## config.mk

```make
export PLATFORM = sky130hd
export DESIGN_NAME = gfns_node_mem
export DESIGN_NICKNAME = d
export VERILOG_FILES = /design/src/gfns_pkg.sv /design/src/gfns_node_mem.sv
export SDC_FILE = /design/constraint.sdc
export NUM_CORES = 2
export LEC_CHECK = 0
export BUFFER_PORTS_ARGS = -buffer_cell sky130_fd_sc_hd__buf_4
export CAP_MARGIN = 10
export CORE_UTILIZATION = 25
export DETAILED_ROUTE_END_ITERATION = 12
export PLACE_DENSITY = 0.47
export SYNTH_ARGS = -nofsm -noshare
export SYNTH_HDL_FRONTEND = slang
export SYNTH_SLANG_ARGS = --single-unit
```

## constraint.sdc

```tcl
create_clock -name clk -period 4.55 [get_ports clk]
set_input_delay 0.91 -clock clk [delete_from_list [all_inputs] [get_ports clk]]
set_output_delay 0.91 -clock clk [all_outputs]
set_load 0.1 [all_outputs]
```

## src/gfns_pkg.sv

```systemverilog
package gfns_pkg;

	// default number of node records held
	localparam int MAX_NODES_DEF = 128;

	// room count after reset
	localparam logic [7:0] ROOM_COUNT_RST = 8'd100;

	// input command codes (carried on tuser)
	localparam logic CMD_LOAD   = 1'b0;
	localparam logic CMD_SEARCH = 1'b1;

	// largest distance the result field can show
	localparam int OUT_DIST_MAX = 127;

	// one node record: exit bits N, S, E, W from bit 0 up, one target per exit
	typedef struct packed {
		logic [3:0][6:0] target;
		logic [3:0]      exit_mask;
	} node_rec_t;

	// one search result
	typedef struct packed {
		logic [6:0] distance;
		logic [6:0] node;
	} result_t;

endpackage

```

## src/gfns_node_mem.sv

```systemverilog
module gfns_node_mem
	import gfns_pkg::*;
#(
	parameter int MAX_NODES = MAX_NODES_DEF,
	localparam int IW = $clog2(MAX_NODES)
) (
	input  logic          clk,
	input  logic          we,
	input  logic [IW-1:0] waddr,
	input  node_rec_t     wdata,
	input  logic          re,
	input  logic [IW-1:0] raddr,
	output node_rec_t     rdata
);

	node_rec_t mem [MAX_NODES];
	node_rec_t rdata_q;

	// record write from a load transfer
	always_ff @(posedge clk) begin
		if (we) begin
			mem[waddr] <= wdata;
		end
	end

	// registered read, held between reads
	always_ff @(posedge clk) begin
		if (re) begin
			rdata_q <= mem[raddr];
		end
	end

	assign rdata = rdata_q;

endmodule

```

# ---- Word level (Yosys, flattened, before mapping)
# Memories as Yosys holds them, arrays and structs flattened. A register that Yosys moved wholly into a read port is not among the register bits.
# Index checks and enable logic that the tools add are counted.
dict set report classes {
  addsub 0
  mul 0
  div 0
  order_cmp 0
  n_eq_ne 0
  shifts 0
  n_mux 2
  bitwise 0
  n_reduce_logical 0
}
# op count
set op_table {}
lappend op_table {{1-bit 2-to-1 mux} 2}
dict set report word_totals {
  ff_bits 0
  latchBits 0
  ramBits 4096
  rom_bits 0
  in_bits 49
  out_inout_bits 32
  elab_cells 3
  n_memories 1
}
# memory words width read_ports rd_clocked_by_memory_dff write_ports line
set mem_list {}
lappend mem_list {mem 128 32 1 1 1 gfns_node_mem.sv:16} ;# node_rec_t mem [MAX_NODES];

# ---- Logic depth before layout (Yosys ltp)
dict set report depth {
  depth_word 2
  mapped_depth 8
  mapped_depth_nobuf 4
}

# ---- Least setup slack after synthesis
# No wires, ideal clock.
dict set report synth_path {
  kind {in2reg}
  from {input port we}
  to {memory mem[98][0] (netlist bit) (enable)}
  setup_ps 461
  arrival_time_ps 3688
  t_required_ps 4089
  path_slack_ps 401
  path_stages 3
  n_path_buf 1
  path_cell_list {clkbuf_1 nand4_1 nor3_1}
}
dict set report synth_between {
  elab_chain_len 2
}
# element line
set synth_lines {}
lappend synth_lines {{start, declared} gfns_node_mem.sv:8} ;# input logic we,
lappend synth_lines {{1-bit 2-to-1 mux} gfns_node_mem.sv:21} ;# if (we) begin
lappend synth_lines {{1-bit 2-to-1 mux (implied by the code)} gfns_node_mem.sv:22} ;# mem[waddr] <= wdata;
lappend synth_lines {{end, declared} gfns_node_mem.sv:16}
# Every way passes these cells.

==> impl_metrics.py <==
metrics = {
    "run_status": {
        "status": "completed",
    },
    "worst_hold_path": {
        "hold_start": "wdata[30]",
        "hold_depth": 1,
        "min_path_type": "input pin to flop",
        "min_to": "mem[28][30]",
    },
    "worst_setup_path": {
        "slowest_stage": "mux4_2",
        "r2r_start": "mem[93][21]",
        "critical_path_class": "input pin to flop",
        "crit_path_max_fanout": 31,
        "crit_chain": "buf_8, buf_12, buf_12, buf_12, buf_4, mux4_2, mux4_2, mux4_2, mux2_2",
        "rrSetupSlack_ns": 1.67,
        "endpoint_kind": "flop",
        "worst-endpoint-arrival_ns": 4.28,
        "cp_slowest_stage_delay_ns": 0.72,
        "reg2reg_to": "rdata[21]",
        "start_kind": "input pin",
        "worstRegToRegCells": 4,
        "critical_path_required_ns": 5.30,
    },
    "cts": {
        "cts-root-buf": "clkbuf_16",
        "clkSinkCount": 4128,
        "post_cts_buffers": 0,
        "clkLatencyLatePin_ns": 1.02,
        "clockBufferDepth": 4,
        "clk_pin_slew_ns": 0.06,
        "htreeDepth": 5,
        "hold_buffers": 0,
        "cts_tree": "done",
        "cts_buffers": 423,
        "cts_resized": 0,
    },
    "synthesis": {
        "yosys_warnings": 0,
        "synth_fp_nets": 6039,
        "ys.flop_type": "edfxtp_1",
        "synthTopCellsByCount": "4128 x edfxtp_1, 1344 x mux4_2, 182 x clkbuf_1",
        "synth.most_common_cell": "edfxtp_1",
        "seq_area_frac_synth": 0.792,
        "synth.area.top_cells": "edfxtp_1 79%, mux4_2 19%, clkbuf_1 0.44%",
        "postSynthCellCount": 5990,
        "synth_top_area_frac": 0.792,
        "synth-seq-cells": 4128,
        "synth_cell_types": 16,
        "synth_top_cell_by_area": "edfxtp_1",
        "async_flop_share": 0,
        "netlist_area_mm2": 0.157,
        "synth_edf_count": 4128,
        "avgSynthCellArea_um2": 26.1,
    },
    "routing": {
        "top_layer": "met5",
        "drt_wl_total_mm": 474,
        "dr.pass1.iters": 5,
        "ant_nets": 0,
        "viasPerCell": 4.65,
        "routedWlPerCell_um": 30.9,
        "drt_iter0_markers": 8398,
        "route.met2.wl_mm": 229,
        "wl_met3_mm": 30.2,
        "drc_errors": 0,
        "vias": 71241,
        "wl_met1_mm": 201,
    },
    "layout": {
        "drive_gt1_frac": 0.372,
        "final_nets": 6644,
        "finalNonFillerCells": 15335,
        "area_delta_synth_final_pct": 19.0,
        "fill_cells": 59467,
    },
    "place": {
        "placed_cells": 14491,
        "dp_hpwl_mm": 280,
        "port_buffers": 80,
        "gp_congestion": 0.777,
    },
    "sta": {
        "period_needed_ns": 3.53,
        "skew_ns": 0.0528,
        "drv_slew": 0,
        "slew-limit-headroom": 0.140,
        "tns_ns": 0,
        "fin_crit_sh": 0.776,
        "rsz0062_at_grt": "no",
        "setup_viol": 0,
        "worst_slew_pin_slew_ns": 1.29,
        "max_freq_ghz": 0.283,
        "hold_viol_final": 0,
    },
    "die": {
        "core_area_mm2": 0.624,
        "num_io_pins": 81,
        "die_x_um": 793,
        "start_util": 0.251,
        "die_area_mm2": 0.630,
        "die_height_um": 793,
        "rows": 290,
    },
    "global_routing": {
        "grt_pass1_wl_mm": 642,
        "grt-ovfl-total": 0,
        "grt_pass1_vias": 73097,
        "grt_max_degree": 99,
        "grt_usage": 0.147,
        "antenna_found_initial": 92,
    },
    "pwr": {
        "power_density_mw_per_mm2": 435,
        "power.leakage_nw": 55.7,
        "peakVddDrop_mv": 0.314,
    },
    "run": {
        "timing.max_cap.violations": 0,
    },
}
[critical path, delay by kind of cell]
family,cells,cell delay [ns]
muxes,4,2.01
buffers and inverters,5,1.21
[state kept, by name (all words and copies together) (netlist names)]
name,cells
mem,4096
rdata,32
[stage by stage]
step                      total power [mW]  instance area (um^2)  worst slack [ns]  hold slack [ns]  utilization
after floorplan                       45.2                157000             0.401             1.01            -
after global placement                47.7                173000            0.0102             1.21        0.277
after detailed placement              47.7                173000            0.0196             1.19        0.277
after CTS                             81.9                186000              1.11            0.233        0.298
after global routing                  83.3                186000              1.04            0.283        0.299
final                                 81.1                186000              1.02            0.324        0.299
[layout make-up]
| type | instances | area (um^2) | share of cell area |
|---|---|---|---|
| tap | 8322 | 10400 | 0.0559 |
| sequential | 4128 | 124000 | 0.665 |
| timing repair buffer | 496 | 5940 | 0.0319 |
| multi-input combinational | 1546 | 32300 | 0.173 |
| clock buffer | 519 | 11100 | 0.0593 |
| clock inverter | 255 | 2440 | 0.0131 |
| antenna | 69 | 173 | 0.000927 |
[metal layers]
layer  vias to the layer above  global-route usage
li1                      27791                   -
met1                     40391               0.203
met2                      2493               0.243
met3                       548              0.0247
met4                        18              0.0375
met5                         -                   0
[cell families (layout without fill, tap and decap cells)]
logic type / after synthesis / count (layout) / synth area share
flip-flops: 4128 / 4128 / 0.792
multiplexers: 1376 / 1376 / 0.196
AND/OR/NAND/NOR: 170 / 170 / 0.00445
other: 0 / 69 / 0
buffers and inverters: 316 / 1270 / 0.00837
[worst max path at each step]
| stage | from | to | cells after the start | slack, ns |
|---|---|---|---|---|
| 2_1_floorplan | we | mem[98][0] | 3 | 0.40 |
| 3_3_place_gp | raddr[2] | rdata[21] | 9 | 0.01 |
| 3_5_place_dp | raddr[2] | rdata[21] | 9 | 0.02 |
| 4_1_cts | raddr[2] | rdata[21] | 9 | 1.11 |
| 5_1_grt | raddr[2] | rdata[21] | 9 | 1.04 |
| 6_report | raddr[2] | rdata[21] | 9 | 1.02 |
[layout by cell type (no fill, tap or decap)]
cell        count
nand2_1        11
bufinv_16      39
buf_8           3
nor2b_1         7
clkinv_16       6
nand4_1         3
nor3_2          9
nand3_1         8
edfxtp_1     4128
mux2_2         32
buf_6           1
inv_16          3
clkinv_8        3
inv_8           1
clkinvlp_4     15
clkbuf_16     428
nand3_2         4
mux4_2       1344
buf_12        172
or3_1           1
inv_6           9
buf_4         318
buf_16          2
clkinv_4        4
nor2_4        119
clkbuf_1       91
clkinv_1      104
nand2b_1        2
nand2_2         3
diode_2        69
clkinv_2       71
nor2_1          3
[report_power, final]
| group | internal (mW) | switching (mW) | total, mW | leakage, nW |
|---|---|---|---|---|
| logic | 1.69 | 2.95 | 4.64 | 12.0 |
| registers | 42.0 | 0.152 | 42.2 | 37.1 |
| clock network | 19.5 | 14.8 | 34.2 | 6.56 |
Power figures use the tool's default switching activity.
