## config.mk

```make
export PLATFORM = sky130hd
export DESIGN_NAME = gfns_visit_queue
export DESIGN_NICKNAME = d
export VERILOG_FILES = /design/src/gfns_pkg.sv /design/src/gfns_visit_queue.sv
export SDC_FILE = /design/constraint.sdc
export NUM_CORES = 2
export LEC_CHECK = 0
export ABC_AREA = 1
export BUFFER_PORTS_ARGS = -buffer_cell sky130_fd_sc_hd__clkbuf_2
export CAP_MARGIN = 40
export CORE_MARGIN = 2
export CORE_UTILIZATION = 53
export CTS_BUF_LIST = sky130_fd_sc_hd__clkbuf_4 sky130_fd_sc_hd__clkbuf_8 sky130_fd_sc_hd__clkbuf_16
export DETAILED_ROUTE_END_ITERATION = 8
export PLACE_DENSITY = 0.68
export SLEW_MARGIN = 20
export SYNTH_ARGS = -nofsm -noshare
export SYNTH_HDL_FRONTEND = slang
export SYNTH_SLANG_ARGS = --single-unit
export TNS_END_PERCENT = 30
```

## constraint.sdc

```tcl
create_clock -name clk -period 4.9 [get_ports clk]
set_clock_uncertainty 0.15 [all_clocks]
set_input_delay 0.735 -clock clk [delete_from_list [all_inputs] [get_ports clk]]
set_output_delay 0.735 -clock clk [all_outputs]
set_load 0.005 [all_outputs]
```

## src/gfns_pkg.sv

```systemverilog
package gfns_pkg;

	// default number of node records held
	localparam int MAX_NODES_DEF = 128;

	// room count after reset
	localparam logic [7:0] ROOM_COUNT_RST = 8'd100;

	// input command codes (carried on tuser)
	localparam logic CMD_LOAD   = 1'b0;
	localparam logic CMD_SEARCH = 1'b1;

	// largest distance the result field can show
	localparam int OUT_DIST_MAX = 127;

	// one node record: exit bits N, S, E, W from bit 0 up, one target per exit
	typedef struct packed {
		logic [3:0][6:0] target;
		logic [3:0]      exit_mask;
	} node_rec_t;

	// one search result
	typedef struct packed {
		logic [6:0] distance;
		logic [6:0] node;
	} result_t;

endpackage

```

## src/gfns_visit_queue.sv

```systemverilog
module gfns_visit_queue
	import gfns_pkg::*;
#(
	parameter int MAX_NODES = MAX_NODES_DEF,
	localparam int IW = $clog2(MAX_NODES),
	localparam int QW = 2 * IW
) (
	input  logic          clk,
	input  logic          we,
	input  logic [IW-1:0] waddr,
	input  logic [QW-1:0] wdata,
	input  logic          re,
	input  logic [IW-1:0] raddr,
	output logic [QW-1:0] rdata
);

	// each entry holds {distance, node}
	logic [QW-1:0] mem [MAX_NODES];
	logic [QW-1:0] rdata_q;

	// push at the tail
	always_ff @(posedge clk) begin
		if (we) begin
			mem[waddr] <= wdata;
		end
	end

	// pop at the head, registered
	always_ff @(posedge clk) begin
		if (re) begin
			rdata_q <= mem[raddr];
		end
	end

	assign rdata = rdata_q;

endmodule

```

=== Word level (Yosys, flattened, before mapping) ===
Memories as Yosys holds them, arrays and structs flattened. A register that Yosys moved wholly into a read port is not among the register bits.
Cells that the tools add are included.

* Bits in registers: 0
* Memory bits (writable): 1,792
* Output and inout bits: 14
* Memories: 1

{| class="wikitable"
|+ Memories
! memory !! depth !! bits a word !! rd ports !! clocked after Yosys merged registers in !! write ports !! line !! source
|-
| mem || 128 || 14 || 1 || 1 || 1 || gfns_visit_queue.sv:18 || <nowiki>logic [QW-1:0] mem [MAX_NODES];</nowiki>
|}

* Multiplexer cells: 2

{| class="wikitable"
|+ Operators with widths
! cell !! number
|-
| $mux 1 || 2
|}

=== Logic depth before layout (Yosys ltp) ===
* Depth after elaboration: 2
* Mapped depth: 15

=== Least setup slack after synthesis ===
No wires, ideal clock.

* Path kind: in2reg
* Start: input we
* End: memory mem[105][0] in the netlist's numbering (enable)
* Arrival: 1.969 ns
* Required time: 4.366 ns
* Setup slack: 2.397 ns
* Stages on the path: 4
* Buffers on the path: 2
* Cell sequence: clkbuf_1 nand2_1 clkbuf_1 nor2_1

* Cells in the longest elaborated chain, start to end: 2

{| class="wikitable"
|+ Ends and longest elaborated chain
! element !! line !! source
|-
| start, declared || gfns_visit_queue.sv:9 || <nowiki>input logic we,</nowiki>
|-
| $mux 1 || gfns_visit_queue.sv:23 || <nowiki>if (we) begin</nowiki>
|-
| $mux 1 (not written as such) || gfns_visit_queue.sv:24 || <nowiki>mem[waddr] <= wdata;</nowiki>
|-
| end, declared || gfns_visit_queue.sv:18 ||
|}

No other way between the ends.

==> summary.md <==
| Metric | Value |
|---|---|
| Final wirelength | between 150 and 200 mm |
| Yosys reg bits | 1806 |
| Gr usage total | 0.2808 |
| Synthesized area per cell | ~12 um^2 |
| Total CTS buffers | about 180 |
| Most frequent cell after synthesis | nand2_1 |
| DR vias/cell | ~6.0 |
| Final #Nets | slightly above 6000 |
| Async SR Flop Fraction | 0 |
| Share of cells above drive strength 1 | 0.08968 |
| Synth top area share | 0.7430 |
| Slew margin rel. | 0.4158 |
| Antenna Nets Post-Route | 0 |
| Cts repair resizes | 0 |
| Post-synth top cells | nand2_1, edfxtp_1, nand3_1, buf_2, nor2_1 |
| Clock slew at reported path FFs | around 60 ps |
| Fin crit share | 0.6293 |
| Netlist cell types | 13 |
| Final Max Slew Viols | 0 |
| Clock Tree Root | clkbuf_16 |
| I/O pin cnt | 45 |
| Filler cell count | roughly 11000 |
| # setup viols final | 0 |
| Die Area | between 100000 and 150000 um^2 |
| Vias in the first global route | between 40000 and 50000 |
| CTS sink cnt | about 1800 |
| Slowest-stage cell, CP | buf_12 |
| Synth Cell Area | 72990 um^2 |
| Worst Hold Class | in2reg |
| Initial core utilization | 0.5322 |
| Clock power share | 0.410 |
| Design area | approximately 81000 um^2 |
| Post-DP HPWL | about 110 mm |
| CP delay by family, top | buffers and inverters |
| Minimum clock period | between 3000 and 4000 ps |
| Worst Path Max Fanout | 106 |
| Most common cell on crit path | nand2_1 |
| Power density over cell area | 397.9 nW/um^2 |
| Combinational Power Share | 0.063 |
| Sequential cell area | between 50000 and 60000 um^2 |
| Static Leak | a little under 30 nW |
| Wire per inst | between 20 and 25 um |
| Multi-input gate area | approximately 17000 um^2 |
| Seq pwr share | 0.528 |
| Die height | between 300 and 400 um |
| Outcome | complete, no violations |
| Global placer's final weighted congestion | 0.8748 |
| Crit. End Element | flip-flop |
| Post-Syn Instances | approximately 6100 |
| Postcts setup bufs | 0 |
| Synth-to-layout area growth | 11.57% |
| Clock latency on the worst-skew pair | 820 ps |
| Area after DPL | ~76000 um^2 |
| CTS tree | done |
| Sequential area share after synthesis | 0.7430 |
| Unrepaired setup endpoints after global routing | false |
| CTS Hold Bufs | 0 |
| Area leader, netlist | edfxtp_1 |
| Number of flops mapped to enable cells by yosys | 1806 |
| Cells along the critical path | buf_8 > inv_8 > buf_12 > nand3_1 > nand3_1 > nand3_1 > nand2_1 > nand2_1 > nand3_1 > nand2_1 > nand2_1 > nand2_1 |
| Warnings from Yosys | 0 |
| Max-Cap Viols | 0 |
| Htree depth | 4 |
| Vias | 48520 |
| DRC | 0 |
| Final hold vios | 0 |
| Syn_nets | about 6000 |
| Grt total ovfl | 0 |
| Slew at the pin closest to its max-slew limit | just under 900 ps |
| Peak supply drop | around 0.00032 V |
| Die X | roughly 380 um |
| 1st-pass router iterations | 6 |
| Setup crit start kind | input port |
| Largest net degree at the start of global routing | 178 |
| Setup tns final | 0 ps |
| Setup CP Type | in2reg |
| First-pass GRT wire length | between 200 and 300 mm |
| Core area | roughly 140000 um^2 |
| Crit path DAT | between 3000 and 4000 ps |
| Net Sw Frac | 0.2254 |
| P_int | 25.10 mW |
| Sw Pwr | between 7 and 8 mW |
| Top FF cell, synth | edfxtp_1 |
| Critical Path RT | roughly 5300 ps |
| Initial antenna violation count | 5 |
| Ranking of synthesized cells by area | edfxtp_1, nand3_1, nand2_1 |
| Maximum root-to-sink buffer count | 3 |
| CP max stage delay | 510 ps |
| CP bufs+invs | 3 |
| Row count | roughly 140 |
| Maximum clock rate | 0.3243 GHz |
| DR iter-0 viols | slightly above 7000 |
| Port Buffers | 44 |
==> cells by family (layout without fill, tap and decap cells) <==
family / Yosys count / count (layout) / synth area share
buf+inv: 424 / 616 / 0.02959
flops: 1806 / 1806 / 0.7430
other cells: 0 / 4 / 0
simple gates: 3878 / 3878 / 0.2274
==> path summary, 6_finish.rpt <==
check | from | end | slack (ps) | cells after the start
worst max register to register | mem[107][3] | rdata[3] | 2860 | 10
worst min register to register | mem[30][3] | rdata[3] | 850 | 10
worst max-delay path | raddr[1] | rdata[3] | 1820 | 12
worst min-delay path | wdata[6] | mem[58][6] | 80 | 1
==> through the flow <==
step	instances	hold slack [ps]	util	setup slack, ps	power, mW
final	8098	76.43	0.5938	1816	32.40
after global routing	8094	43.95	0.5937	1795	33.20
after CTS	8090	178.8	0.5933	2017	32.48
after detailed placement	7773	834.6	0.5521	1152	19.42
after global placement	7766	847.5	0.5510	1157	19.38
after floorplan	6108	683.9	-	2397	18.49
==> layout make-up <==
| cell class | instances | share of cell area |
|---|---|---|
| Sequential cell | 1806 | 0.6659 |
| Timing Repair Buffer | 275 | 0.03150 |
| Clock buffer | 215 | 0.05854 |
| Tap cell | 1794 | 0.02756 |
| Antenna cell | 4 | 0.0001229 |
| Clock inverter | 102 | 0.01079 |
| Inverter | 24 | 0.001521 |
| Multi-Input combinational cell | 3878 | 0.2040 |
==> per-layer routing <==
metal  track usage  up-vias  part of all wire
met4        0.1033       10             0.034
met1        0.4050    23680              0.40
li1              -    21710                 -
met3       0.05246      396              0.11
met5             0        -           0.00025
met2        0.4295     2723              0.46
==> power by group through the flow <==
stage	clock, mW	sequential (mW)	combinational (mW)
2_1_floorplan	0	17.4	1.08
3_3_place_gp	0	17.4	1.95
3_5_place_dp	0	17.4	1.99
4_1_cts	13.4	17.1	2.00
5_1_grt	13.9	17.1	2.17
6_report	13.3	17.1	2.03
==> placed cells by master, fill, tap and decap left out <==
cell / count
clkbuf_8: 1
clkinv_1: 39
nor2_2: 6
bufinv_16: 12
clkinv_8: 4
inv_1: 18
inv_4: 1
nor2_1: 128
buf_6: 3
clkbuf_16: 180
clkbuf_4: 35
clkinvlp_4: 5
inv_16: 2
nand3_1: 1627
nand2_1: 2109
clkinv_2: 35
buf_16: 6
clkbuf_2: 26
diode_2: 4
buf_4: 204
buf_8: 2
buf_12: 33
edfxtp_1: 1806
clkinv_16: 1
inv_8: 2
nor3_1: 8
inv_6: 4
inv_2: 2
clkinv_4: 1
==> worst reg2reg max path, stage by stage, from the launching register on <==
cell	delay, ps
edfxtp_1	360
nand2_1	70
nand3_1	100
nand3_1	140
nand3_1	120
nand2_1	130
nand2_1	90
nand3_1	240
nand2_1	90
nand2_1	200
nand2_1	90
==> sequential cells by signal (all words and copies together) (netlist names) <==
| name | count |
|---|---|
| rdata | 14 |
| mem | 1792 |
No activity file was read; power rests on OpenSTA's default activity.
