--- config.mk ---
export PLATFORM = sky130hd
export DESIGN_NAME = gfns_search
export DESIGN_NICKNAME = d
export VERILOG_FILES = /design/src/gfns_pkg.sv /design/src/gfns_search.sv
export SDC_FILE = /design/constraint.sdc
export NUM_CORES = 1
export LEC_CHECK = 0
export BUFFER_PORTS_ARGS = -buffer_cell sky130_fd_sc_hd__buf_2
export CAP_MARGIN = 10
export CORE_ASPECT_RATIO = 1.25
export CORE_MARGIN = 2
export CORE_UTILIZATION = 45
export DETAILED_ROUTE_END_ITERATION = 6
export PLACE_DENSITY_LB_ADDON = 0.08
export REMOVE_ABC_BUFFERS = 1
export SLEW_MARGIN = 25
export SYNTH_ARGS = -nofsm -noshare
export SYNTH_HDL_FRONTEND = slang
export SYNTH_SLANG_ARGS = --single-unit
--- constraint.sdc ---
create_clock -name clk -period 11.2 [get_ports clk]
set_clock_uncertainty 0.05 [all_clocks]
set_input_delay 1.68 -clock clk [delete_from_list [all_inputs] [get_ports clk]]
set_output_delay 1.68 -clock clk [all_outputs]
set_load 0.02 [all_outputs]
--- src/gfns_pkg.sv ---
package gfns_pkg;

	// default number of node records held
	localparam int MAX_NODES_DEF = 128;

	// room count after reset
	localparam logic [7:0] ROOM_COUNT_RST = 8'd100;

	// input command codes (carried on tuser)
	localparam logic CMD_LOAD   = 1'b0;
	localparam logic CMD_SEARCH = 1'b1;

	// largest distance the result field can show
	localparam int OUT_DIST_MAX = 127;

	// one node record: exit bits N, S, E, W from bit 0 up, one target per exit
	typedef struct packed {
		logic [3:0][6:0] target;
		logic [3:0]      exit_mask;
	} node_rec_t;

	// one search result
	typedef struct packed {
		logic [6:0] distance;
		logic [6:0] node;
	} result_t;

endpackage

--- src/gfns_search.sv ---
module gfns_search
	import gfns_pkg::*;
#(
	parameter int MAX_NODES = MAX_NODES_DEF,
	localparam int IW = $clog2(MAX_NODES),
	localparam int CW = $clog2(MAX_NODES + 1),
	localparam int QW = 2 * IW
) (
	input  logic          clk,
	input  logic          arst_n,
	input  logic [CW-1:0] nodes_in_use,
	// input transfer side
	input  logic          in_valid,
	output logic          in_ready,
	input  logic          in_cmd,
	input  logic [6:0]    in_index,
	input  node_rec_t     in_rec,
	// node record memory
	output logic          nm_we,
	output logic [IW-1:0] nm_waddr,
	output node_rec_t     nm_wdata,
	output logic          nm_re,
	output logic [IW-1:0] nm_raddr,
	input  node_rec_t     nm_rdata,
	// visit queue memory
	output logic          q_we,
	output logic [IW-1:0] q_waddr,
	output logic [QW-1:0] q_wdata,
	output logic          q_re,
	output logic [IW-1:0] q_raddr,
	input  logic [QW-1:0] q_rdata,
	// result side
	output logic          res_valid,
	input  logic          res_ready,
	output result_t       res
);

	localparam int DW = IW;
	localparam int TW = (CW > 7) ? CW : 7;
	localparam int XW = (IW > 7) ? IW : 7;

	localparam logic [2:0] ST_IDLE = 3'd0;
	localparam logic [2:0] ST_RDQ  = 3'd1;
	localparam logic [2:0] ST_RDN  = 3'd2;
	localparam logic [2:0] ST_EXIT = 3'd3;
	localparam logic [2:0] ST_DONE = 3'd4;

	logic [2:0]           state_q;
	logic [CW-1:0]        head_q;
	logic [CW-1:0]        tail_q;
	logic [MAX_NODES-1:0] visited_q;
	logic [1:0]           dir_q;
	logic [DW-1:0]        cur_dist_q;
	logic [IW-1:0]        best_node_q;
	logic [DW-1:0]        best_dist_q;

	logic          accept;
	logic          start;
	logic [TW-1:0] n_w;
	logic [6:0]    tgt;
	logic [IW-1:0] tgt_addr;
	logic          follow;
	logic [DW-1:0] new_dist;
	logic          better;
	logic [XW-1:0] best_node_x;
	logic [XW-1:0] best_dist_x;

	assign in_ready = (state_q == ST_IDLE);
	assign accept   = in_valid && in_ready;
	assign start    = accept && (in_cmd == CMD_SEARCH);
	assign n_w      = TW'(nodes_in_use);

	// load path: drop records at or above the nodes-in-use count
	assign nm_we    = accept && (in_cmd == CMD_LOAD) && (TW'(in_index) < n_w);
	assign nm_waddr = IW'(in_index);
	assign nm_wdata = in_rec;

	// pop the queue head, then fetch that node's record
	assign q_re     = (state_q == ST_RDQ) && (head_q != tail_q);
	assign q_raddr  = head_q[IW-1:0];
	assign nm_re    = (state_q == ST_RDN);
	assign nm_raddr = q_rdata[IW-1:0];

	// one exit a cycle, in order north, south, east, west
	assign tgt      = nm_rdata.target[dir_q];
	assign tgt_addr = IW'(tgt);
	assign follow   = (state_q == ST_EXIT) && nm_rdata.exit_mask[dir_q] &&
		(TW'(tgt) < n_w) && !visited_q[tgt_addr];
	assign new_dist = cur_dist_q + DW'(1);
	assign better   = (new_dist > best_dist_q) ||
		((new_dist == best_dist_q) && (tgt_addr < best_node_q));

	// push node 0 at search start, else a newly reached node
	always_comb begin
		q_we    = start || follow;
		q_waddr = start ? '0 : tail_q[IW-1:0];
		q_wdata = start ? '0 : {new_dist, tgt_addr};
	end

	// result, distance saturated to the field range
	assign best_node_x  = XW'(best_node_q);
	assign best_dist_x  = XW'(best_dist_q);
	assign res_valid    = (state_q == ST_DONE);
	assign res.node     = best_node_x[6:0];
	assign res.distance = (best_dist_x > XW'(OUT_DIST_MAX)) ? 7'(OUT_DIST_MAX) :
		best_dist_x[6:0];

	// search sequencer
	always_ff @(posedge clk or negedge arst_n) begin
		if (!arst_n) begin
			state_q     <= ST_IDLE;
			head_q      <= '0;
			tail_q      <= '0;
			visited_q   <= '0;
			dir_q       <= '0;
			cur_dist_q  <= '0;
			best_node_q <= '0;
			best_dist_q <= '0;
		end else begin
			case (state_q)
				ST_IDLE: begin
					if (start) begin
						visited_q   <= {{(MAX_NODES - 1){1'b0}}, 1'b1};
						head_q      <= '0;
						tail_q      <= CW'(1);
						best_node_q <= '0;
						best_dist_q <= '0;
						state_q     <= ST_RDQ;
					end
				end
				ST_RDQ: begin
					if (head_q == tail_q) begin
						state_q <= ST_DONE;
					end else begin
						head_q  <= head_q + CW'(1);
						state_q <= ST_RDN;
					end
				end
				ST_RDN: begin
					cur_dist_q <= q_rdata[QW-1:IW];
					dir_q      <= '0;
					state_q    <= ST_EXIT;
				end
				ST_EXIT: begin
					if (follow) begin
						visited_q[tgt_addr] <= 1'b1;
						tail_q              <= tail_q + CW'(1);
						if (better) begin
							best_node_q <= tgt_addr;
							best_dist_q <= new_dist;
						end
					end
					dir_q <= dir_q + 2'd1;
					if (dir_q == 2'd3) begin
						state_q <= ST_RDQ;
					end
				end
				ST_DONE: begin
					if (res_ready) begin
						state_q <= ST_IDLE;
					end
				end
				default: begin
					state_q <= ST_IDLE;
				end
			endcase
		end
	end

endmodule

# Word level (Yosys, flattened, before mapping)
# Index checks and enable logic that the tools add are counted.
# totals
input_bits	98
elab_cells	90
out_inout_bits	94
reg_bits	170
# classes
bitwise_logic	2
n_lt_le_gt_ge	8
eq_ne	14
add_sub_neg	4
n_reduce_logical	21
n_mux	33
# op_table
op	count
2-to-1 mux 128 bit	2
case mux 128 bit (2 select lines)	1
bitwise OR 128 bit	1
2-to-1 mux 7 bit	8
2-to-1 mux 8 bit	4
case mux 8 bit (2 select lines)	2
case mux 7 bit (2 select lines)	2
adder 8 x 1 -> 8 bit, second input constant	2
less-than comparator 7 x 8 -> 1 bit	2
case mux 3 bit (5 select lines)	1
binary-select mux 7 bit (select 2 bit)	1
2-to-1 mux 14 bit	1
2-to-1 mux 3 bit	4
logical AND 1 bit	10
AND reduction 3 bit	3
equality test 8 bit	1
less-than comparator 7 x 8 -> 1 bit, second input constant	1
!= test 8 bit	1
adder 7 x 1 -> 7 bit, second input constant	1
binary-select mux 1 bit (select 7 bit)	1
demux 1 bit (select 7 bit)	1
equality test 7 bit	1
greater-or-equal comparator 7 x 1 -> 1 bit, second input constant	1
> comparator 7 bit	1
19 further kinds	29

# Longest topological paths before layout
# Gate-level depths: netlist of run 1.
# logic_depth
ltp_word	9
mapped_depth	20
mapped_depth_nobuf	15

# Worst setup path after synthesis of run 1
# OpenSTA, ideal clock, no wires.
# synth_timing
path_kind	input-to-output
from	input port nm_rdata[25] (netlist bit)
to	output port q_we
arrival_time_ps	4330
n_path_buf	4
cell_stages	13
slack_ps	5140
required_ps	9470
path_cell_list	mux4_2 > buf_6 > nor2b_1 > buf_6 > a221oi_1 > o221ai_1 > o32a_1 > a211o_1 > nor2_2 > buf_6 > buf_4 > nor2_1 > inv_1
# synth_between
elab_chain_len	7
word_cells_on_any_way	9
classes_between	order compare: 1; mux: 4; reduce/logical: 4
# synth_rtl
element	line_no	rtl
from (decl)	gfns_search.sv:24	input node_rec_t nm_rdata,
binary-select mux 7 bit (select 2 bit) (*)	gfns_search.sv:85	assign tgt = nm_rdata.target[dir_q];
2-to-1 mux 7 bit (not written as such) (*)	gfns_search.sv:85	
binary-select mux 1 bit (select 7 bit)	gfns_search.sv:88	(TW'(tgt) < n_w) && !visited_q[tgt_addr];
2-to-1 mux 1 bit (not written as such)	gfns_search.sv:88	
zero test 1 bit	gfns_search.sv:88	
logical AND 1 bit (*)	gfns_search.sv:88	
logical OR 1 bit (*)	gfns_search.sv:95	q_we = start || follow;
to (decl)	gfns_search.sv:26	output logic q_we,
# Every way passes the cells marked *; elsewhere a longest branch is shown, timed or not. The select of a mux whose other input is x is not followed.

# Worst setup path after layout of run 1
# layout_timing
from	input port nm_rdata[13] (netlist bit)
to	output port q_we
# Same word-level chain as after synthesis.

==> reports/qor.json, run 1 <==
{
  "initial_core_util": 0.461,
  "dr_wl_met2_um": 14800,
  "cts_tree": "done",
  "hold_viol_final": 0,
  "die_h_um": 168,
  "cts.repair_timing.setup_buffer_count": 0,
  "worst_margin_slew_ps": 990,
  "power.leakage_nw": 4.96,
  "synth.avg_cell_area_um2": 9.86,
  "finalSetupViolations": 0,
  "std_cell_rows": 59,
  "most-common-layout-cells": "sky130_fd_sc_hd__dfrtp_1 (170), sky130_fd_sc_hd__nand2_1 (115), sky130_fd_sc_hd__buf_2 (112), sky130_fd_sc_hd__nor2_1 (72), sky130_fd_sc_hd__o21ai_0 (64)",
  "grt_antenna_before_repair": 0,
  "switching_share": 0.465,
  "vias_cell": 6.22,
  "ys_dominant_reg_cell": "sky130_fd_sc_hd__dfrtp_1",
  "peakVddDrop_uv": 140,
  "worst_ep_required_time_ps": 9470,
  "cellInternalPower_mw": 1.58,
  "asyncSetResetFlopFracSynth": 1.00,
  "clockPowerShare": 0.204,
  "ys_ff_latch": 170,
  "max_slew_margin": 0.340,
  "timing.final.max_slew_violations": 0,
  "globalRouteTotalUtil": 0.281,
  "worstSetupEndpointType": "output port",
  "rsz0062_at_grt": "false",
  "power.density_nw_per_um2": 280,
  "worstPathArrival_ps": 5490,
  "finalCriticalPeriod_ps": 7220,
  "drt-wirelength-per-cell_um": 24.5,
  "design.portCount": 192,
  "io_buffer_count": 113,
  "timing.fmax_mhz": 139,
  "drt_iter0_markers": 727,
  "dp_hpwl_um": 21200,
  "first_global_vias": 7765,
  "overflow": 0,
  "antenna_violating_nets_post_route": 0,
  "clk_pin_slew_ps": 60,
  "p_r_area_growth_vs_syn_pct": 8.56,
  "synth.largest_area_cell": "sky130_fd_sc_hd__dfrtp_1",
  "core_area_um2": 21000,
  "clk_root_buffer_cell": "sky130_fd_sc_hd__clkbuf_16",
  "ctsHtreeMaxLevel": 4,
  "grt_pass1_wl_um": 48000,
  "syn_inst": 981,
  "nets": 1119,
  "yosysWarningCount": 0,
  "chipWidth_um": 135,
  "detailedRoute.firstPassIterationCount": 5,
  "number_of_antenna_diodes": 0,
  "critPathMaxFanout": 24,
  "routedLengthMet1_um": 13100,
  "placement.setup.worst_slack_ps": 4050,
  "maximum_number_of_pins_on_one_net_before_global_route_repair": 91,
  "setup.worst_path.start_class": "primary input",
  "die_area_um2": 22700,
  "remaining_drc_errors": 0,
  "post_cts_hold_buffer_count": 0,
  "synth_edf_count": 0,
  "clock-sinks": 170,
  "clock_insertion_delay_worst_skew_ps": 450,
  "setup-tns-final_ps": 0,
  "seqPwrFrac": 0.301,
  "power.share.combinational": 0.495,
  "layout_commonest_cell": "sky130_fd_sc_hd__dfrtp_1",
  "synthesis.area_um2": 9670,
  "num_vias": 7954,
  "routed_wl_um": 31400,
  "routed-wl-met3_um": 2560,
  "worst-setup-path-type": "primary input to output port",
  "number_of_clock_buffers_inserted_by_tritoncts": 17,
  "top_layer_in_use": "met4",
  "post_synth_main_area_contributors": "sky130_fd_sc_hd__dfrtp_1 (44%), sky130_fd_sc_hd__a32o_1 (6.3%), sky130_fd_sc_hd__buf_4 (4.6%), sky130_fd_sc_hd__nand2_1 (4.5%), sky130_fd_sc_hd__ha_1 (3.8%)",
  "yosys.area.top_type_share": 0.440,
  "setup_slack_ps": 3980,
  "period_share": 0.644,
  "synth_cell_types": 61,
  "total_switching_power_mw": 1.37,
  "layout_cells_sized_above_1": 0.188,
  "post_cts.resized_instances": 0,
  "gp_congestion": 0.877,
  "maxCapViolCount": 0,
  "synth_sequential_area_ratio": 0.440,
  "clockBufferDepth": 2,
  "layout.filler_cells": 2000,
  "min_path_type": "flop to flop",
  "run_status": "finished, final reports clean"
}
==> Yosys cell counts (17+ instances only) <==
cell,number
sky130_fd_sc_hd__mux2i_1,35
sky130_fd_sc_hd__a21oi_1,29
sky130_fd_sc_hd__inv_1,37
sky130_fd_sc_hd__nand2_1,115
sky130_fd_sc_hd__clkbuf_1,45
sky130_fd_sc_hd__mux2_2,17
sky130_fd_sc_hd__nor2_1,72
sky130_fd_sc_hd__buf_4,59
sky130_fd_sc_hd__ha_1,29
sky130_fd_sc_hd__nand3_1,21
sky130_fd_sc_hd__o21ai_0,64
sky130_fd_sc_hd__dfrtp_1,170
sky130_fd_sc_hd__a32o_1,61
==> path summary, 6_finish.rpt <==
| kind | from | to | slack [ps] | cells past startpoint |
|---|---|---|---|---|
| setup / recovery | nm_rdata[13] | q_we | 3980 | 13 |
| hold / removal | visited_q[26]$_DFFE_PN0P_ | visited_q[26]$_DFFE_PN0P_ | 430 | 2 |
| setup reg to reg | dir_q[1]$_DFFE_PN0P_ | visited_q[40]$_DFFE_PN0P_ | 5150 | 11 |
| hold reg to reg | visited_q[26]$_DFFE_PN0P_ | visited_q[26]$_DFFE_PN0P_ | 430 | 2 |
| max in group asynchronous | arst_n | visited_q[2]$_DFFE_PN0P_ | 8850 | 2 |
| min in group asynchronous | arst_n | best_dist_q[3]$_DFFE_PN0P_ | 1070 | 1 |
==> layout make-up <==
type	instances	area, um2	area share
clock buffer	22	464	0.0442
clock inverter	10	116	0.0111
inverter	39	146	0.0139
sequential	170	4250	0.405
multi-input combinational	644	4530	0.432
tap	274	343	0.0327
timing repair buffer	120	644	0.0614
==> flip-flops by register name, summed over array words and instances, names as in the netlist <==
| name | count |
|---|---|
| tail_q | 8 |
| best_node_q | 7 |
| visited_q | 128 |
| dir_q | 2 |
| head_q | 8 |
| cur_dist_q | 7 |
| best_dist_q | 7 |
| state_q | 3 |
==> critical path, stage by stage <==
cell	delay [ps]
sky130_fd_sc_hd__buf_2	110
sky130_fd_sc_hd__mux2i_1	60
sky130_fd_sc_hd__mux2_2	490
sky130_fd_sc_hd__inv_1	720
sky130_fd_sc_hd__and3_1	870
sky130_fd_sc_hd__a221oi_1	190
sky130_fd_sc_hd__o211a_1	160
sky130_fd_sc_hd__nor4_1	440
sky130_fd_sc_hd__a211o_1	310
sky130_fd_sc_hd__nor2_4	70
sky130_fd_sc_hd__nor2_1	120
sky130_fd_sc_hd__inv_1	70
sky130_fd_sc_hd__buf_2	170
==> cell families after synthesis <==
family	count (synthesis)	share of synthesized area
AOI/OAI and AO/OA	240	0.187
xor gates and xnor gates	21	0.0190
adders and majority gates	29	0.0375
buffers and inverters	167	0.0940
DFF	170	0.440
muxes	65	0.0863
and+or+nand+nor	289	0.136
==> power by group through the flow <==
stage | clock network [mW] | logic, mW | registers (mW)
after floorplan | 0 | 0.919 | 0.896
after global placement | 0 | 1.44 | 0.896
after detailed placement | 0 | 1.45 | 0.899
after CTS | 0.607 | 1.45 | 0.888
after global routing | 0.634 | 1.59 | 0.908
final | 0.600 | 1.46 | 0.888
==> stage by stage <==
| stage | cells | area, um2 | total power, mW | hold WS, ps | util |
|---|---|---|---|---|---|
| after floorplan | 853 | 8910 | 1.82 | 392 | - |
| after global routing | 1279 | 10500 | 3.13 | 451 | 0.501 |
| final | 1279 | 10500 | 2.95 | 427 | 0.501 |
| after detailed placement | 1246 | 9890 | 2.34 | 416 | 0.472 |
| after CTS | 1278 | 10500 | 2.95 | 430 | 0.500 |
| after global placement | 1246 | 9890 | 2.34 | 410 | 0.472 |
==> routing by layer <==
layer / track usage / vias to the layer above
met3: 0.0801 / 61
met4: 0.0965 / 0
met5: 0.0178 / -
met2: 0.448 / 369
li1: - / 3538
met1: 0.367 / 3986
No activity file was read; power rests on OpenSTA's default activity.
==> run 2, diff against run 1 <==
--- a/config.mk
+++ b/config.mk
@@ -5,6 +5,7 @@
 export SDC_FILE = /design/constraint.sdc
 export NUM_CORES = 1
 export LEC_CHECK = 0
+export ABC_AREA = 1
 export BUFFER_PORTS_ARGS = -buffer_cell sky130_fd_sc_hd__buf_2
 export CAP_MARGIN = 10
 export CORE_ASPECT_RATIO = 1.25
==> constraint.sdc (replaced) <==
create_clock -name clk -period 6.47 [get_ports clk]
set_clock_uncertainty 0.05 [all_clocks]
set_input_delay 0.9705 -clock clk [delete_from_list [all_inputs] [get_ports clk]]
set_output_delay 0.9705 -clock clk [all_outputs]
set_load 0.02 [all_outputs]
==> reports/qor.json, run 2 <==
{
  "run_status": "finished, final reports clean",
  "clk_pin_slew_ps": 70,
  "power.leakage_nw": 5.88,
  "clock_insertion_delay_worst_skew_ps": 450,
  "worst_margin_slew_ps": 1030,
  "total_switching_power_mw": 3.41,
  "cp_common_cell": "sky130_fd_sc_hd__nand2_1",
  "largest_registers": "visited_q (128), head_q (8), tail_q (8)",
  "clock-sinks": 170,
  "switching_share": 0.518,
  "chipWidth_um": 142,
  "setup-tns-final_ps": 0,
  "drt_iter0_markers": 749,
  "ctsHtreeMaxLevel": 4,
  "holdWs_ps": 383,
  "die_h_um": 177,
  "post_synth_most_frequent_cells": "sky130_fd_sc_hd__nand2_1 (499), sky130_fd_sc_hd__inv_1 (208), sky130_fd_sc_hd__nor2_1 (194)",
  "worst-setup-path-type": "flop to output port",
  "dpl_cell_area_um2": 11000,
  "seqPwrFrac": 0.275,
  "cts_tree": "done",
  "vias_cell": 5.24,
  "cts.repair_timing.setup_buffer_count": 0,
  "initial_core_util": 0.456,
  "finalCriticalPeriod_ps": 5500,
  "dp_hpwl_um": 21200,
  "core_area_um2": 23600,
  "clockPowerShare": 0.160,
  "hold_viol_final": 0,
  "peakVddDrop_uv": 220,
  "final_area_um2": 11600,
  "layout_commonest_cell": "sky130_fd_sc_hd__nand2_1",
  "yosys.area.top_type_share": 0.395,
  "num_vias": 9947,
  "grt_antenna_before_repair": 0,
  "final_cell_utilization_of_the_core": 0.490,
  "power.share.combinational": 0.565,
  "period_share": 0.850,
  "rsz0062_at_grt": "false",
  "synth.most_common_cell": "sky130_fd_sc_hd__nand2_1",
  "synth_edf_count": 0,
  "synth_sequential_area_ratio": 0.395,
  "synth_cell_types": 39,
  "placement.setup.worst_slack_ps": 1440,
  "largest-register": "visited_q",
  "globalRouteTotalUtil": 0.262,
  "most-common-layout-cells": "sky130_fd_sc_hd__nand2_1 (499), sky130_fd_sc_hd__inv_1 (208), sky130_fd_sc_hd__nor2_1 (194), sky130_fd_sc_hd__dfrtp_1 (170), sky130_fd_sc_hd__a21oi_1 (149)",
  "overflow": 0,
  "worst_path_dominant_cell_family": "simple AND/OR/NAND/NOR gates",
  "fin_total_pwr_mw": 6.58,
  "synth.avg_cell_area_um2": 6.82,
  "maxCapViolCount": 0,
  "synth.largest_area_cell": "sky130_fd_sc_hd__dfrtp_1",
  "number_of_antenna_diodes": 0,
  "timing.rr.start": "dir_q[0]$_DFFE_PN0P_",
  "routed_wl_um": 32500,
  "min_path_type": "primary input to asynchronous set/reset pin",
  "gp_congestion": 0.813,
  "worstSetupEndpointType": "output port",
  "setup.worst_path.start_class": "flop",
  "p_r_area_growth_vs_syn_pct": 7.44,
  "yosysWarningCount": 0,
  "layout_cells_sized_above_1": 0.116,
  "ys_ff_latch": 170,
  "design.portCount": 192,
  "layoutNonFillerInstCount": 1900,
  "post_cts_hold_buffer_count": 0,
  "io_buffer_count": 113,
  "std_cell_rows": 63,
  "remaining_drc_errors": 0,
  "syn_inst": 1581,
  "critPathMaxFanout": 64,
  "post_cts.resized_instances": 0,
  "post_synth_main_area_contributors": "sky130_fd_sc_hd__dfrtp_1 (39%), sky130_fd_sc_hd__nand2_1 (17%), sky130_fd_sc_hd__inv_1 (7.2%), sky130_fd_sc_hd__a21oi_1 (6.9%), sky130_fd_sc_hd__nor2_1 (6.8%)",
  "drt-wirelength-per-cell_um": 17.1,
  "worst_ep_required_time_ps": 5450,
  "largest_reg_flops": 128,
  "first_global_vias": 9326,
  "worstPathArrival_ps": 4480,
  "setup_slack_ps": 970,
  "ys_dominant_reg_cell": "sky130_fd_sc_hd__dfrtp_1",
  "clk_root_buffer_cell": "sky130_fd_sc_hd__clkbuf_16",
  "timing.critical_path.slowest_stage_cell": "sky130_fd_sc_hd__dfrtp_1",
  "antenna_violating_nets_post_route": 0,
  "number_of_clock_buffers_inserted_by_tritoncts": 17,
  "finalSetupViolations": 0,
  "synthesis.area_um2": 10800,
  "nets": 1722,
  "critical_path.startpoint": "dir_q[0]$_DFFE_PN0P_",
  "grt_pass1_wl_um": 51600,
  "clockBufferDepth": 2,
  "detailedRoute.firstPassIterationCount": 7,
  "asyncSetResetFlopFracSynth": 1.00,
  "cellInternalPower_mw": 3.17,
  "buffer_and_inverter_count_on_the_worst_path": 4,
  "timing.critical_path.cells": "inv_2 > nand2_1 > nand3_2 > buf_4 > nand2_4 > buf_12 > nand2_1 > o211ai_1 > nand2_1 > o21ai_1 > nand2_1 > nor2_1 > nor2_1 > nor2_1 > nand2_2 > nand2_4 > buf_2",
  "place.detailed.instances": 1868,
  "max_slew_margin": 0.308,
  "stage_delay_of_the_slowest_cell_on_the_critical_path_ps": 730,
  "timing.final.max_slew_violations": 0,
  "power.density_nw_per_um2": 568,
  "timing.fmax_mhz": 182,
  "die_area_um2": 25200,
  "maximum_number_of_pins_on_one_net_before_global_route_repair": 95
}
-- run 2: cell count changes in the layout (fill, tap and decap cells not counted), sizes merged, moves of 35 or more --
cell	before	now
nand2	117	505
inv	40	220
nor2	73	200
a21oi	29	149
a32o	61	0
nand3	21	72
mux2i	35	0
-- run 2: path summary, 6_finish.rpt --
path | end | slack (ps) | cells past startpoint
worst min register to register | visited_q[0]$_DFFE_PN0P_ | 400 | 2
worst max-delay path | q_we | 970 | 17
max in group asynchronous | best_dist_q[0]$_DFFE_PN0P_ | 4750 | 2
min in group clk | visited_q[0]$_DFFE_PN0P_ | 400 | 2
worst min-delay path | head_q[4]$_DFFE_PN0P_ | 380 | 1
worst max register to register | tail_q[4]$_DFFE_PN0P_ | 1610 | 20
-- run 2: cells by family after synthesis --
logic type	after synthesis	share of synthesized area
AO/OA/AOI/OAI	215	0.108
XOR/XNOR	8	0.00650
adder cells (fa/ha/maj)	29	0.0337
buffers and inverters	348	0.154
flip-flops	170	0.395
AND/OR/NAND/NOR	811	0.303
-- run 2: layout make-up --
type                    instances  area, um2
clock buffers                  17        425
inverters                     217        817
multi-input cells            1063       4870
well taps                     292        365
fillers                      2487      12100
repair buffers                126        686
flip-flops and latches        170       4250
clock inverters                15        166
-- run 2: power groups by stage --
stage | combinational, mW | sequential [mW] | clock, mW
finish | 3.72 | 1.81 | 1.05
global route | 4.18 | 1.87 | 1.11
floorplan | 2.43 | 1.83 | 0
CTS | 3.74 | 1.81 | 1.07
global placement | 3.71 | 1.82 | 0
detailed placement | 3.73 | 1.83 | 0
-- run 2: per-layer routing --
metal  track usage  up-vias  share of wire
met4        0.0759        0          0.015
met3        0.0636       38          0.072
li1              -     4863              -
met1         0.343     4710           0.44
met5        0.0223        -              0
met2         0.432      336           0.47
